<file path="config.mk">
export PLATFORM = sky130hd
export DESIGN_NAME = chained_hash_table_flat
export DESIGN_NICKNAME = d
export VERILOG_FILES = /design/src/design/chash_pkg.sv /design/src/design/chash_ifs.sv /design/src/design/chash_mod.sv /design/src/design/chash_engine.sv /design/src/design/chained_hash_table.sv /design/src/flat_wrapper.sv
export SDC_FILE = /design/constraint.sdc
export NUM_CORES = 2
export LEC_CHECK = 0
export ABC_AREA = 1
export BUFFER_PORTS_ARGS = -buffer_cell sky130_fd_sc_hd__buf_2
export CORE_MARGIN = 4
export CORE_UTILIZATION = 65
export CTS_BUF_LIST = sky130_fd_sc_hd__clkbuf_4 sky130_fd_sc_hd__clkbuf_8
export DETAILED_ROUTE_END_ITERATION = 8
export PLACE_DENSITY = 0.81
export RECOVER_POWER = 100
export SLEW_MARGIN = 40
export SYNTH_ARGS = -nofsm -noshare
export SYNTH_HDL_FRONTEND = slang
export SYNTH_SLANG_ARGS = --single-unit
</file>
<file path="constraint.sdc">
create_clock -name clk -period 22.6 [get_ports clk]
set_input_delay 2.26 -clock clk [delete_from_list [all_inputs] [get_ports clk]]
set_output_delay 2.26 -clock clk [all_outputs]
set_load 0.1 [all_outputs]
</file>
<file path="src/design/chash_pkg.sv">
// shared constants, types and state encoding for the chained hash table
package chash_pkg;

  // default sizing, handed down from the top level
  localparam int BUCKETS_DEF  = 16;
  localparam int SLOTS_DEF    = 8;
  localparam int KEY_BITS_DEF = 16;

  // fixed field widths
  localparam int CFG_W     = 5;
  localparam int KIND_W    = 2;
  localparam int REMOVED_W = 4;
  localparam int BIDX_W    = 4;

  // bucket count after reset
  localparam logic [CFG_W-1:0] BCOUNT_RESET = 5'd16;

  // operation codes
  localparam logic [KIND_W-1:0] KIND_INSERT = 2'd0;
  localparam logic [KIND_W-1:0] KIND_DELETE = 2'd1;
  localparam logic [KIND_W-1:0] KIND_LOOKUP = 2'd2;
  localparam logic [KIND_W-1:0] KIND_NONE   = 2'd3;

  // sequencer states
  typedef enum logic [2:0] {
    ST_IDLE,
    ST_MOD,
    ST_FILL,
    ST_SCAN,
    ST_UPD,
    ST_DONE
  } state_t;

  // one result transaction
  typedef struct packed {
    logic                 status;
    logic                 found;
    logic [REMOVED_W-1:0] removed_count;
    logic [BIDX_W-1:0]    bucket_index;
  } result_t;

endpackage

</file>
<file path="src/design/chash_ifs.sv">
// channel interfaces: operation input, result output and configuration write

// operation channel
interface chash_in_if #(
  parameter int KEY_BITS = chash_pkg::KEY_BITS_DEF
);
  import chash_pkg::*;
  logic                valid;
  logic                ready;
  logic [KIND_W-1:0]   kind;
  logic [KEY_BITS-1:0] key;

  modport source (output valid, output kind, output key, input ready);
  modport sink   (input valid, input kind, input key, output ready);
endinterface

// result channel
interface chash_out_if;
  import chash_pkg::*;
  logic                 valid;
  logic                 ready;
  logic                 status;
  logic                 found;
  logic [REMOVED_W-1:0] removed_count;
  logic [BIDX_W-1:0]    bucket_index;

  modport source (output valid, output status, output found, output removed_count,
                  output bucket_index, input ready);
  modport sink   (input valid, input status, input found, input removed_count,
                  input bucket_index, output ready);
endinterface

// bucket count write channel
interface chash_cfg_if;
  import chash_pkg::*;
  logic             valid;
  logic             ready;
  logic [CFG_W-1:0] data;

  modport source (output valid, output data, input ready);
  modport sink   (input valid, input data, output ready);
endinterface

</file>
<file path="src/design/chash_mod.sv">
// iterative restoring remainder unit: key modulo bucket count, one bit a cycle
module chash_mod #(
  parameter int KEY_BITS = chash_pkg::KEY_BITS_DEF
) (
  input  logic                       clk,
  input  logic                       rst_n,
  input  logic                       start,
  input  logic [KEY_BITS-1:0]        dividend,
  input  logic [chash_pkg::CFG_W-1:0] divisor,
  output logic                       done,
  output logic [chash_pkg::CFG_W-1:0] rem
);
  import chash_pkg::*;

  localparam int CNT_W = $clog2(KEY_BITS);

  logic                busy_r;
  logic                done_r;
  logic [CNT_W-1:0]    cnt_r;
  logic [KEY_BITS-1:0] shift_r;
  logic [CFG_W-1:0]    div_r;
  logic [CFG_W-1:0]    rem_r;
  logic [CFG_W-1:0]    rem_nxt;
  logic [CFG_W:0]      trial;

  // bring down the next key bit and subtract once if it fits
  always_comb begin
    trial = {rem_r, shift_r[KEY_BITS-1]};
    if (trial >= {1'b0, div_r}) begin
      rem_nxt = CFG_W'(trial - {1'b0, div_r});
    end else begin
      rem_nxt = CFG_W'(trial);
    end
  end

  // control
  always_ff @(posedge clk) begin
    if (!rst_n) begin
      busy_r <= 1'b0;
      done_r <= 1'b0;
    end else begin
      done_r <= 1'b0;
      if (start) begin
        busy_r <= 1'b1;
      end else if (busy_r && cnt_r == '0) begin
        busy_r <= 1'b0;
        done_r <= 1'b1;
      end
    end
  end

  // datapath
  always_ff @(posedge clk) begin
    if (start) begin
      shift_r <= dividend;
      div_r   <= divisor;
      rem_r   <= '0;
      cnt_r   <= CNT_W'(KEY_BITS - 1);
    end else if (busy_r) begin
      shift_r <= shift_r << 1;
      rem_r   <= rem_nxt;
      cnt_r   <= cnt_r - 1'b1;
    end
  end

  assign done = done_r;
  assign rem  = rem_r;

endmodule

</file>
<file path="src/design/chash_engine.sv">
// bucket sequencer with slot and fill memories: scan, compaction and append
module chash_engine #(
  parameter int BUCKETS  = chash_pkg::BUCKETS_DEF,
  parameter int SLOTS    = chash_pkg::SLOTS_DEF,
  parameter int KEY_BITS = chash_pkg::KEY_BITS_DEF
) (
  input  logic                         clk,
  input  logic                         rst_n,
  input  logic [chash_pkg::CFG_W-1:0]  bucket_m,
  input  logic                         in_fire,
  input  logic [chash_pkg::KIND_W-1:0] in_kind,
  input  logic [KEY_BITS-1:0]          in_key,
  output logic                         busy,
  output logic                         res_valid,
  output chash_pkg::result_t           res,
  input  logic                         res_take
);
  import chash_pkg::*;

  localparam int BKT_W     = (BUCKETS > 1) ? $clog2(BUCKETS) : 1;
  localparam int SLOT_W    = (SLOTS > 1) ? $clog2(SLOTS) : 1;
  localparam int FILL_W    = $clog2(SLOTS + 1);
  localparam int SLOT_SPAN = 1 << SLOT_W;
  localparam int MEM_DEPTH = BUCKETS * SLOT_SPAN;
  localparam int ADDR_W    = BKT_W + SLOT_W;

  state_t state_r, state_nxt;

  logic [KIND_W-1:0]   kind_r;
  logic [KEY_BITS-1:0] key_r;
  logic [BKT_W-1:0]    bkt_r;
  logic [FILL_W-1:0]   fill_r;
  logic [FILL_W-1:0]   rd_idx_r;
  logic [FILL_W-1:0]   wr_idx_r;
  logic [FILL_W-1:0]   removed_r;
  logic                pend_r;
  logic                found_r;
  logic                status_r;

  // remainder unit
  logic             mod_done;
  logic [CFG_W-1:0] mod_rem;

  chash_mod #(.KEY_BITS(KEY_BITS)) u_mod (
    .clk      (clk),
    .rst_n    (rst_n),
    .start    (in_fire),
    .dividend (in_key),
    .divisor  (bucket_m),
    .done     (mod_done),
    .rem      (mod_rem)
  );

  // memories
  logic [KEY_BITS-1:0] slot_mem [MEM_DEPTH];
  logic [FILL_W-1:0]   fill_mem [BUCKETS];
  logic [BUCKETS-1:0]  fill_valid_r;
  logic [KEY_BITS-1:0] slot_q_r;
  logic [FILL_W-1:0]   fill_q_r;
  logic                fill_vq_r;

  logic                slot_re, slot_we, fill_we;
  logic [ADDR_W-1:0]   slot_ra, slot_wa;
  logic [KEY_BITS-1:0] slot_wd;
  logic [FILL_W-1:0]   fill_wd;
  logic [BKT_W-1:0]    fill_ra;
  logic [FILL_W-1:0]   fill_cur;
  logic                issue, hit, full;
  logic                is_ins, is_del;

  assign is_ins  = (kind_r == KIND_INSERT);
  assign is_del  = (kind_r == KIND_DELETE);
  assign issue   = (rd_idx_r != fill_r);
  assign hit     = pend_r && (slot_q_r == key_r);
  assign full    = (fill_r == FILL_W'(SLOTS));
  assign fill_ra = BKT_W'(mod_rem);

  // fill count as read: unwritten buckets are empty, counts above the slot count are clamped to it
  always_comb begin
    if (!fill_vq_r) begin
      fill_cur = '0;
    end else if (fill_q_r > FILL_W'(SLOTS)) begin
      fill_cur = FILL_W'(SLOTS);
    end else begin
      fill_cur = fill_q_r;
    end
  end

  // next state
  always_comb begin
    state_nxt = state_r;
    unique case (state_r)
      ST_IDLE: if (in_fire) state_nxt = ST_MOD;
      ST_MOD:  if (mod_done) state_nxt = ST_FILL;
      ST_FILL: state_nxt = ST_SCAN;
      ST_SCAN: if (!issue && !pend_r) state_nxt = ST_UPD;
      ST_UPD:  state_nxt = ST_DONE;
      ST_DONE: if (res_take) state_nxt = ST_IDLE;
      default: state_nxt = ST_IDLE;
    endcase
  end

  // memory port controls
  always_comb begin
    slot_re = 1'b0;
    slot_we = 1'b0;
    fill_we = 1'b0;
    slot_ra = {bkt_r, rd_idx_r[SLOT_W-1:0]};
    slot_wa = {bkt_r, wr_idx_r[SLOT_W-1:0]};
    slot_wd = slot_q_r;
    fill_wd = wr_idx_r;
    unique case (state_r)
      ST_SCAN: begin
        slot_re = issue;
        // keep survivors packed at the front of the bucket
        slot_we = pend_r && !hit && is_del;
      end
      ST_UPD: begin
        if (is_ins && !full) begin
          slot_we = 1'b1;
          slot_wa = {bkt_r, fill_r[SLOT_W-1:0]};
          slot_wd = key_r;
          fill_we = 1'b1;
          fill_wd = fill_r + 1'b1;
        end else if (is_del) begin
          fill_we = 1'b1;
        end
      end
      default: begin
      end
    endcase
  end

  // state and control registers
  always_ff @(posedge clk) begin
    if (!rst_n) begin
      state_r      <= ST_IDLE;
      pend_r       <= 1'b0;
      fill_valid_r <= '0;
    end else begin
      state_r <= state_nxt;
      pend_r  <= (state_r == ST_SCAN) && issue;
      if (fill_we) fill_valid_r[bkt_r] <= 1'b1;
    end
  end

  // slot memory, one read and one write port
  always_ff @(posedge clk) begin
    if (slot_we) slot_mem[slot_wa] <= slot_wd;
    if (slot_re) slot_q_r <= slot_mem[slot_ra];
  end

  // fill memory, read as the bucket becomes known
  always_ff @(posedge clk) begin
    if (fill_we) fill_mem[bkt_r] <= fill_wd;
    if (mod_done) begin
      fill_q_r  <= fill_mem[fill_ra];
      fill_vq_r <= fill_valid_r[fill_ra];
    end
  end

  // operation datapath
  always_ff @(posedge clk) begin
    if (in_fire) begin
      kind_r <= in_kind;
      key_r  <= in_key;
    end
    if (mod_done) bkt_r <= BKT_W'(mod_rem);
    unique case (state_r)
      ST_FILL: begin
        fill_r    <= fill_cur;
        rd_idx_r  <= '0;
        wr_idx_r  <= '0;
        removed_r <= '0;
        found_r   <= 1'b0;
        status_r  <= 1'b0;
      end
      ST_SCAN: begin
        if (issue) rd_idx_r <= rd_idx_r + 1'b1;
        if (hit) begin
          found_r   <= 1'b1;
          removed_r <= is_del ? removed_r + 1'b1 : removed_r;
        end else if (pend_r && is_del) begin
          wr_idx_r <= wr_idx_r + 1'b1;
        end
      end
      ST_UPD: begin
        if (is_ins && full) status_r <= 1'b1;
      end
      default: begin
      end
    endcase
  end

  // result
  always_comb begin
    res.status        = status_r;
    res.found         = found_r && (kind_r != KIND_NONE);
    res.removed_count = (32'(removed_r) > 32'd15) ? 4'hF : REMOVED_W'(removed_r);
    res.bucket_index  = BIDX_W'(bkt_r);
  end

  assign res_valid = (state_r == ST_DONE);
  assign busy      = (state_r != ST_IDLE);

endmodule

</file>
<file path="src/design/chained_hash_table.sv">
// top level: bucket count register, bucket engine and result output register
// flow: remainder, fill read, slot scan, update, then the result output register; the time from
//   input transaction to result valid is set by the bit-serial remainder and one slot read a cycle
// throughput: one operation at a time, a new input is taken only once the engine is back in idle
// reset: fill counts cleared and bucket count set to 16 at once, no clearing pass
module chained_hash_table #(
  parameter int BUCKETS  = chash_pkg::BUCKETS_DEF,
  parameter int SLOTS    = chash_pkg::SLOTS_DEF,
  parameter int KEY_BITS = chash_pkg::KEY_BITS_DEF
) (
  input logic         clk,
  input logic         rst_n,
  chash_in_if.sink    in_ch,
  chash_out_if.source out_ch,
  chash_cfg_if.sink   cfg_ch
);
  import chash_pkg::*;

  logic [CFG_W-1:0] bucket_count_r;
  logic [CFG_W-1:0] bucket_m;
  logic             in_fire;
  logic             eng_busy;
  logic             eng_res_valid;
  logic             res_take;
  result_t          eng_res;
  logic             out_valid_r, out_valid_nxt;
  result_t          out_res_r;

  // bucket count register
  assign cfg_ch.ready = 1'b1;

  always_ff @(posedge clk) begin
    if (!rst_n) begin
      bucket_count_r <= BCOUNT_RESET;
    end else if (cfg_ch.valid) begin
      bucket_count_r <= cfg_ch.data;
    end
  end

  // buckets in use, held between one and the table size
  always_comb begin
    priority if (bucket_count_r == '0) begin
      bucket_m = CFG_W'(1);
    end else if (int'(bucket_count_r) > BUCKETS) begin
      bucket_m = CFG_W'(BUCKETS);
    end else begin
      bucket_m = bucket_count_r;
    end
  end

  // input transaction
  assign in_ch.ready = !eng_busy;
  assign in_fire     = in_ch.valid && !eng_busy;

  chash_engine #(
    .BUCKETS  (BUCKETS),
    .SLOTS    (SLOTS),
    .KEY_BITS (KEY_BITS)
  ) u_engine (
    .clk       (clk),
    .rst_n     (rst_n),
    .bucket_m  (bucket_m),
    .in_fire   (in_fire),
    .in_kind   (in_ch.kind),
    .in_key    (in_ch.key),
    .busy      (eng_busy),
    .res_valid (eng_res_valid),
    .res       (eng_res),
    .res_take  (res_take)
  );

  // output register, refilled in the cycle the old result leaves
  assign res_take = eng_res_valid && (!out_valid_r || out_ch.ready);

  always_comb begin
    if (res_take) begin
      out_valid_nxt = 1'b1;
    end else if (out_ch.ready) begin
      out_valid_nxt = 1'b0;
    end else begin
      out_valid_nxt = out_valid_r;
    end
  end

  always_ff @(posedge clk) begin
    if (!rst_n) begin
      out_valid_r <= 1'b0;
    end else begin
      out_valid_r <= out_valid_nxt;
    end
  end

  always_ff @(posedge clk) begin
    if (res_take) out_res_r <= eng_res;
  end

  assign out_ch.valid         = out_valid_r;
  assign out_ch.status        = out_res_r.status;
  assign out_ch.found         = out_res_r.found;
  assign out_ch.removed_count = out_res_r.removed_count;
  assign out_ch.bucket_index  = out_res_r.bucket_index;

endmodule

</file>
<file path="src/flat_wrapper.sv">
// flat-port wrapper written by rule: the top's interface ports become plain ports
module chained_hash_table_flat import chash_pkg::*;
#(
  parameter int BUCKETS  = chash_pkg::BUCKETS_DEF,
  parameter int SLOTS    = chash_pkg::SLOTS_DEF,
  parameter int KEY_BITS = chash_pkg::KEY_BITS_DEF
)
  (clk, rst_n, in_ch_valid, in_ch_kind, in_ch_key, in_ch_ready, out_ch_valid, out_ch_status, out_ch_found, out_ch_removed_count, out_ch_bucket_index, out_ch_ready, cfg_ch_valid, cfg_ch_data, cfg_ch_ready);
  chash_in_if #(.KEY_BITS(KEY_BITS)) in_ch_i ();
  chash_out_if out_ch_i ();
  chash_cfg_if cfg_ch_i ();
  input logic clk;
  input logic rst_n;
  input wire logic [$bits(in_ch_i.valid)-1:0] in_ch_valid;
  input wire logic [$bits(in_ch_i.kind)-1:0] in_ch_kind;
  input wire logic [$bits(in_ch_i.key)-1:0] in_ch_key;
  output wire logic [$bits(in_ch_i.ready)-1:0] in_ch_ready;
  output wire logic [$bits(out_ch_i.valid)-1:0] out_ch_valid;
  output wire logic [$bits(out_ch_i.status)-1:0] out_ch_status;
  output wire logic [$bits(out_ch_i.found)-1:0] out_ch_found;
  output wire logic [$bits(out_ch_i.removed_count)-1:0] out_ch_removed_count;
  output wire logic [$bits(out_ch_i.bucket_index)-1:0] out_ch_bucket_index;
  input wire logic [$bits(out_ch_i.ready)-1:0] out_ch_ready;
  input wire logic [$bits(cfg_ch_i.valid)-1:0] cfg_ch_valid;
  input wire logic [$bits(cfg_ch_i.data)-1:0] cfg_ch_data;
  output wire logic [$bits(cfg_ch_i.ready)-1:0] cfg_ch_ready;
  assign in_ch_i.valid = in_ch_valid;
  assign in_ch_i.kind = in_ch_kind;
  assign in_ch_i.key = in_ch_key;
  assign in_ch_ready = in_ch_i.ready;
  assign out_ch_valid = out_ch_i.valid;
  assign out_ch_status = out_ch_i.status;
  assign out_ch_found = out_ch_i.found;
  assign out_ch_removed_count = out_ch_i.removed_count;
  assign out_ch_bucket_index = out_ch_i.bucket_index;
  assign out_ch_i.ready = out_ch_ready;
  assign cfg_ch_i.valid = cfg_ch_valid;
  assign cfg_ch_i.data = cfg_ch_data;
  assign cfg_ch_ready = cfg_ch_i.ready;
  chained_hash_table #(.BUCKETS(BUCKETS), .SLOTS(SLOTS), .KEY_BITS(KEY_BITS)) u_core (.clk(clk), .rst_n(rst_n), .in_ch(in_ch_i), .out_ch(out_ch_i), .cfg_ch(cfg_ch_i));
endmodule
</file>
==> flow_metrics.py <==
metrics = {
    "clock_tree": {
        "cts_tree": "yes",
        "cts_made_buffers": 357,
        "clk_pin_slew_ns": 0.06,
        "hold_buffers": 0,
        "cts.sinks": 2241,
        "htreeDepth": 5,
        "clock_latency_ns": 1.06,
        "post_cts_resize_count": 0,
        "root_buffer": "clkbuf_8",
        "cts_setup_buffers": 0,
        "cts_buffer_depth": 4,
    },
    "sta": {
        "setup_viol": 0,
        "drv_slew": 2667,
        "fin_hold_ws_ns": 0.461,
        "relSlewSlack": -2.62,
        "rsz0062_at_grt": "no",
        "fin_crit_ns": 12.19,
        "fin_crit_sh": 0.539,
        "finalHoldViolCount": 0,
        "skew_ns": 0.0720,
        "worstMarginPinSlew_ns": 5.44,
        "max_freq_mhz": 82.0,
        "tns_ns": 0,
        "layout_setup_ws_ns": 10.41,
    },
    "die": {
        "ioPinCount": 41,
        "start_util": 0.655,
        "fp-row-count": 139,
        "die_area_mm2": 0.151,
        "die_w_um": 388,
        "die_h_um": 388,
        "core_area_mm2": 0.144,
    },
    "drt": {
        "ant_nets": 0,
        "viasPerCell": 5.97,
        "wl_um": 250000,
        "vias": 66000,
        "drt-initial-drc-count": 10400,
        "wl_per_cell_um": 22.6,
        "drc": 0,
        "drtPass1Iterations": 7,
    },
    "cells_and_area": {
        "drive_above_1_share": 0.0681,
        "syn_to_final_growth_pct": 8.91,
        "filler_cell_count": 9405,
        "finalNetCount": 8948,
    },
    "logic_synthesis": {
        "ys_top_cells_by_area": "edfxtp_1, nand2_1, nand3_1, inv_1, nor2_1",
        "syn-cell-area_mm2": 0.0940,
        "syn-mean-instance-area_um2": 10.7,
        "muxShareOfSynthArea": 0,
        "synth_compound_area_frac": 0.0186,
        "synth_warnings": 0,
        "synth_seq_cells": 2241,
        "synth_top_family_by_area": "simple AND/OR/NAND/NOR gates",
        "yosys.area_share.xor_xnor": 0.00270,
        "synth.most_common_cell": "nand2_1",
        "async_flop_share": 0,
        "syn_nets": 8811,
        "yosysSeqAreaShare": 0.712,
        "synthCells": 8768,
        "synth-simple-area-share": 0.211,
        "synth_fa_ha_area_frac": 0.00208,
        "synth.distinct_cells": 43,
        "synth_top_area_share": 0.704,
        "yosys.area.top_type": "edfxtp_1",
        "synth-edff-count": 2204,
        "synth-main-ff-cell": "edfxtp_1",
        "synth_common_cells": "nand2_1, edfxtp_1, nand3_1, inv_1, nor2_1",
    },
    "outcome": {
        "violations": "max-capacitance violations, max-slew violations",
        "status": "complete, but fails checks",
    },
    "pwr": {
        "leakage_nw": 40.5,
        "pwr_density_cell_mw_per_mm2": 101,
        "vdd_drop_max_mv": 0.0708,
    },
    "critical_path": {
        "regToRegStartpoint": "u_core.u_engine.rd_idx_r[2]",
        "setup.worst_path.class": "reg -> reg",
        "cp_max_fo": 64,
        "r2r_cells": 11,
        "crit_start": "u_core.u_engine.rd_idx_r[2]",
        "cp-end-kind": "flip-flop",
        "worstSetupStartpointType": "flip-flop",
        "cp.required_ns": 23.39,
        "cp.arrival_ns": 12.98,
    },
    "worst_hold_path": {
        "whs_path_depth": 1,
        "min_from": "u_core.u_engine.fill_valid_r[8]",
        "hold_path.class": "reg -> reg",
    },
    "grt": {
        "grt_pass1_wl_um": 376000,
        "antenna_found_initial": 7,
        "grt_pass1_vias": 64300,
        "grt_max_degree": 168,
        "grt_usage": 0.328,
        "grt_overflow": 0,
    },
    "placed_design": {
        "dp_hpwl_um": 138000,
        "port_buffers": 39,
        "gp_congestion": 0.881,
        "dp_slack_ns": 16.91,
    },
    "job": {
        "cap_violations": 53,
    },
}
==> worst max-delay path, stage by stage, from the launching register on <==
cell and delay [ns]:
edfxtp_1 0.50, clkbuf_1 2.13, clkbuf_1 3.19, clkbuf_1 2.12, clkbuf_1 2.15, nand3_1 0.41, nand3_1 0.23, nand2_1 0.27
nor2_1 0.19, nor2_1 0.14, nor2_1 0.44, nand2_1 0.12
==> final cells by class <==
cell class | instances | area (um2) | share of cell area
well taps | 1903 | 2380 | 0.0232
clock buffers | 488 | 5970 | 0.0583
inverters | 830 | 3150 | 0.0308
flip-flops and latches | 2241 | 66900 | 0.653
clock inverters | 113 | 583 | 0.00569
repair buffers | 243 | 1380 | 0.0135
diodes | 4 | 10.0 | 0.0000977
multi-input cells | 5232 | 22000 | 0.215
==> cells in the final DEF (no fill, tap or decap), types with 10 or more instances in the layout <==
master,netlist,routed
buf_4,16,34
nand2_1,2910,2911
o21ai_0,253,253
dfxtp_1,37,37
clkbuf_8,0,369
o221ai_1,12,12
xnor2_1,26,26
buf_2,128,12
clkbuf_1,266,170
inv_1,822,819
ha_1,14,14
nand3_1,1162,1162
clkinv_1,1,80
a21oi_1,29,29
o21a_1,10,10
clkbuf_4,0,119
buf_6,1,15
clkinv_2,0,25
nor2_1,761,760
edfxtp_1,2204,2204
==> path summary, 6_finish.rpt <==
check                               endpoint  slack, ns
max             u_core.u_engine.slot_q_r[15]      10.41
max reg2reg     u_core.u_engine.slot_q_r[15]      10.41
min reg2reg  u_core.u_engine.fill_valid_r[8]       0.46
min          u_core.u_engine.fill_valid_r[8]       0.46
==> cells by family after synthesis <==
group	after synthesis
other	1
adder cells (fa/ha/maj)	15
flip-flops	2241
AND/OR/NAND/NOR	4863
AO/OA/AOI/OAI	324
buffers and inverters	1295
XOR/XNOR	29
==> per-stage QoR <==
step                      cell area, um2  instances  utilization  total power [W]
after detailed placement           96600      10400        0.672          0.00707
after global routing              102000      11100        0.713           0.0107
final                             102000      11100        0.713           0.0104
after CTS                         103000      11000        0.718           0.0103
after global placement             96300      10400        0.671          0.00698
after floorplan                    94000       8768            -          0.00637
==> state kept, by name, summed over array words and instances (netlist names), 5 cells and up <==
register                       count
u_core.u_engine.u_mod.div_r        5
u_core.bucket_count_r              5
u_core.u_engine.fill_mem          64
u_core.u_engine.key_r             16
u_core.u_engine.fill_valid_r      16
u_core.u_engine.u_mod.rem          5
u_core.u_engine.u_mod.shift_r     16
u_core.u_engine.slot_mem        2048
u_core.u_engine.slot_q_r          16
==> layer usage <==
layer,routed length [um],up-vias,track usage
li1,-,29400,-
met1,87700,30900,0.442
met3,34900,796,0.0766
met2,113000,4924,0.503
met5,27,-,0
met4,14200,4,0.180
==> power breakdown <==
group | switching [W] | internal [W] | total, W
clock | 0.00152 | 0.00174 | 0.00326
sequential | 0.0000487 | 0.00485 | 0.00490
combinational | 0.00168 | 0.000514 | 0.00220
No activity file was read; power rests on OpenSTA's default activity.
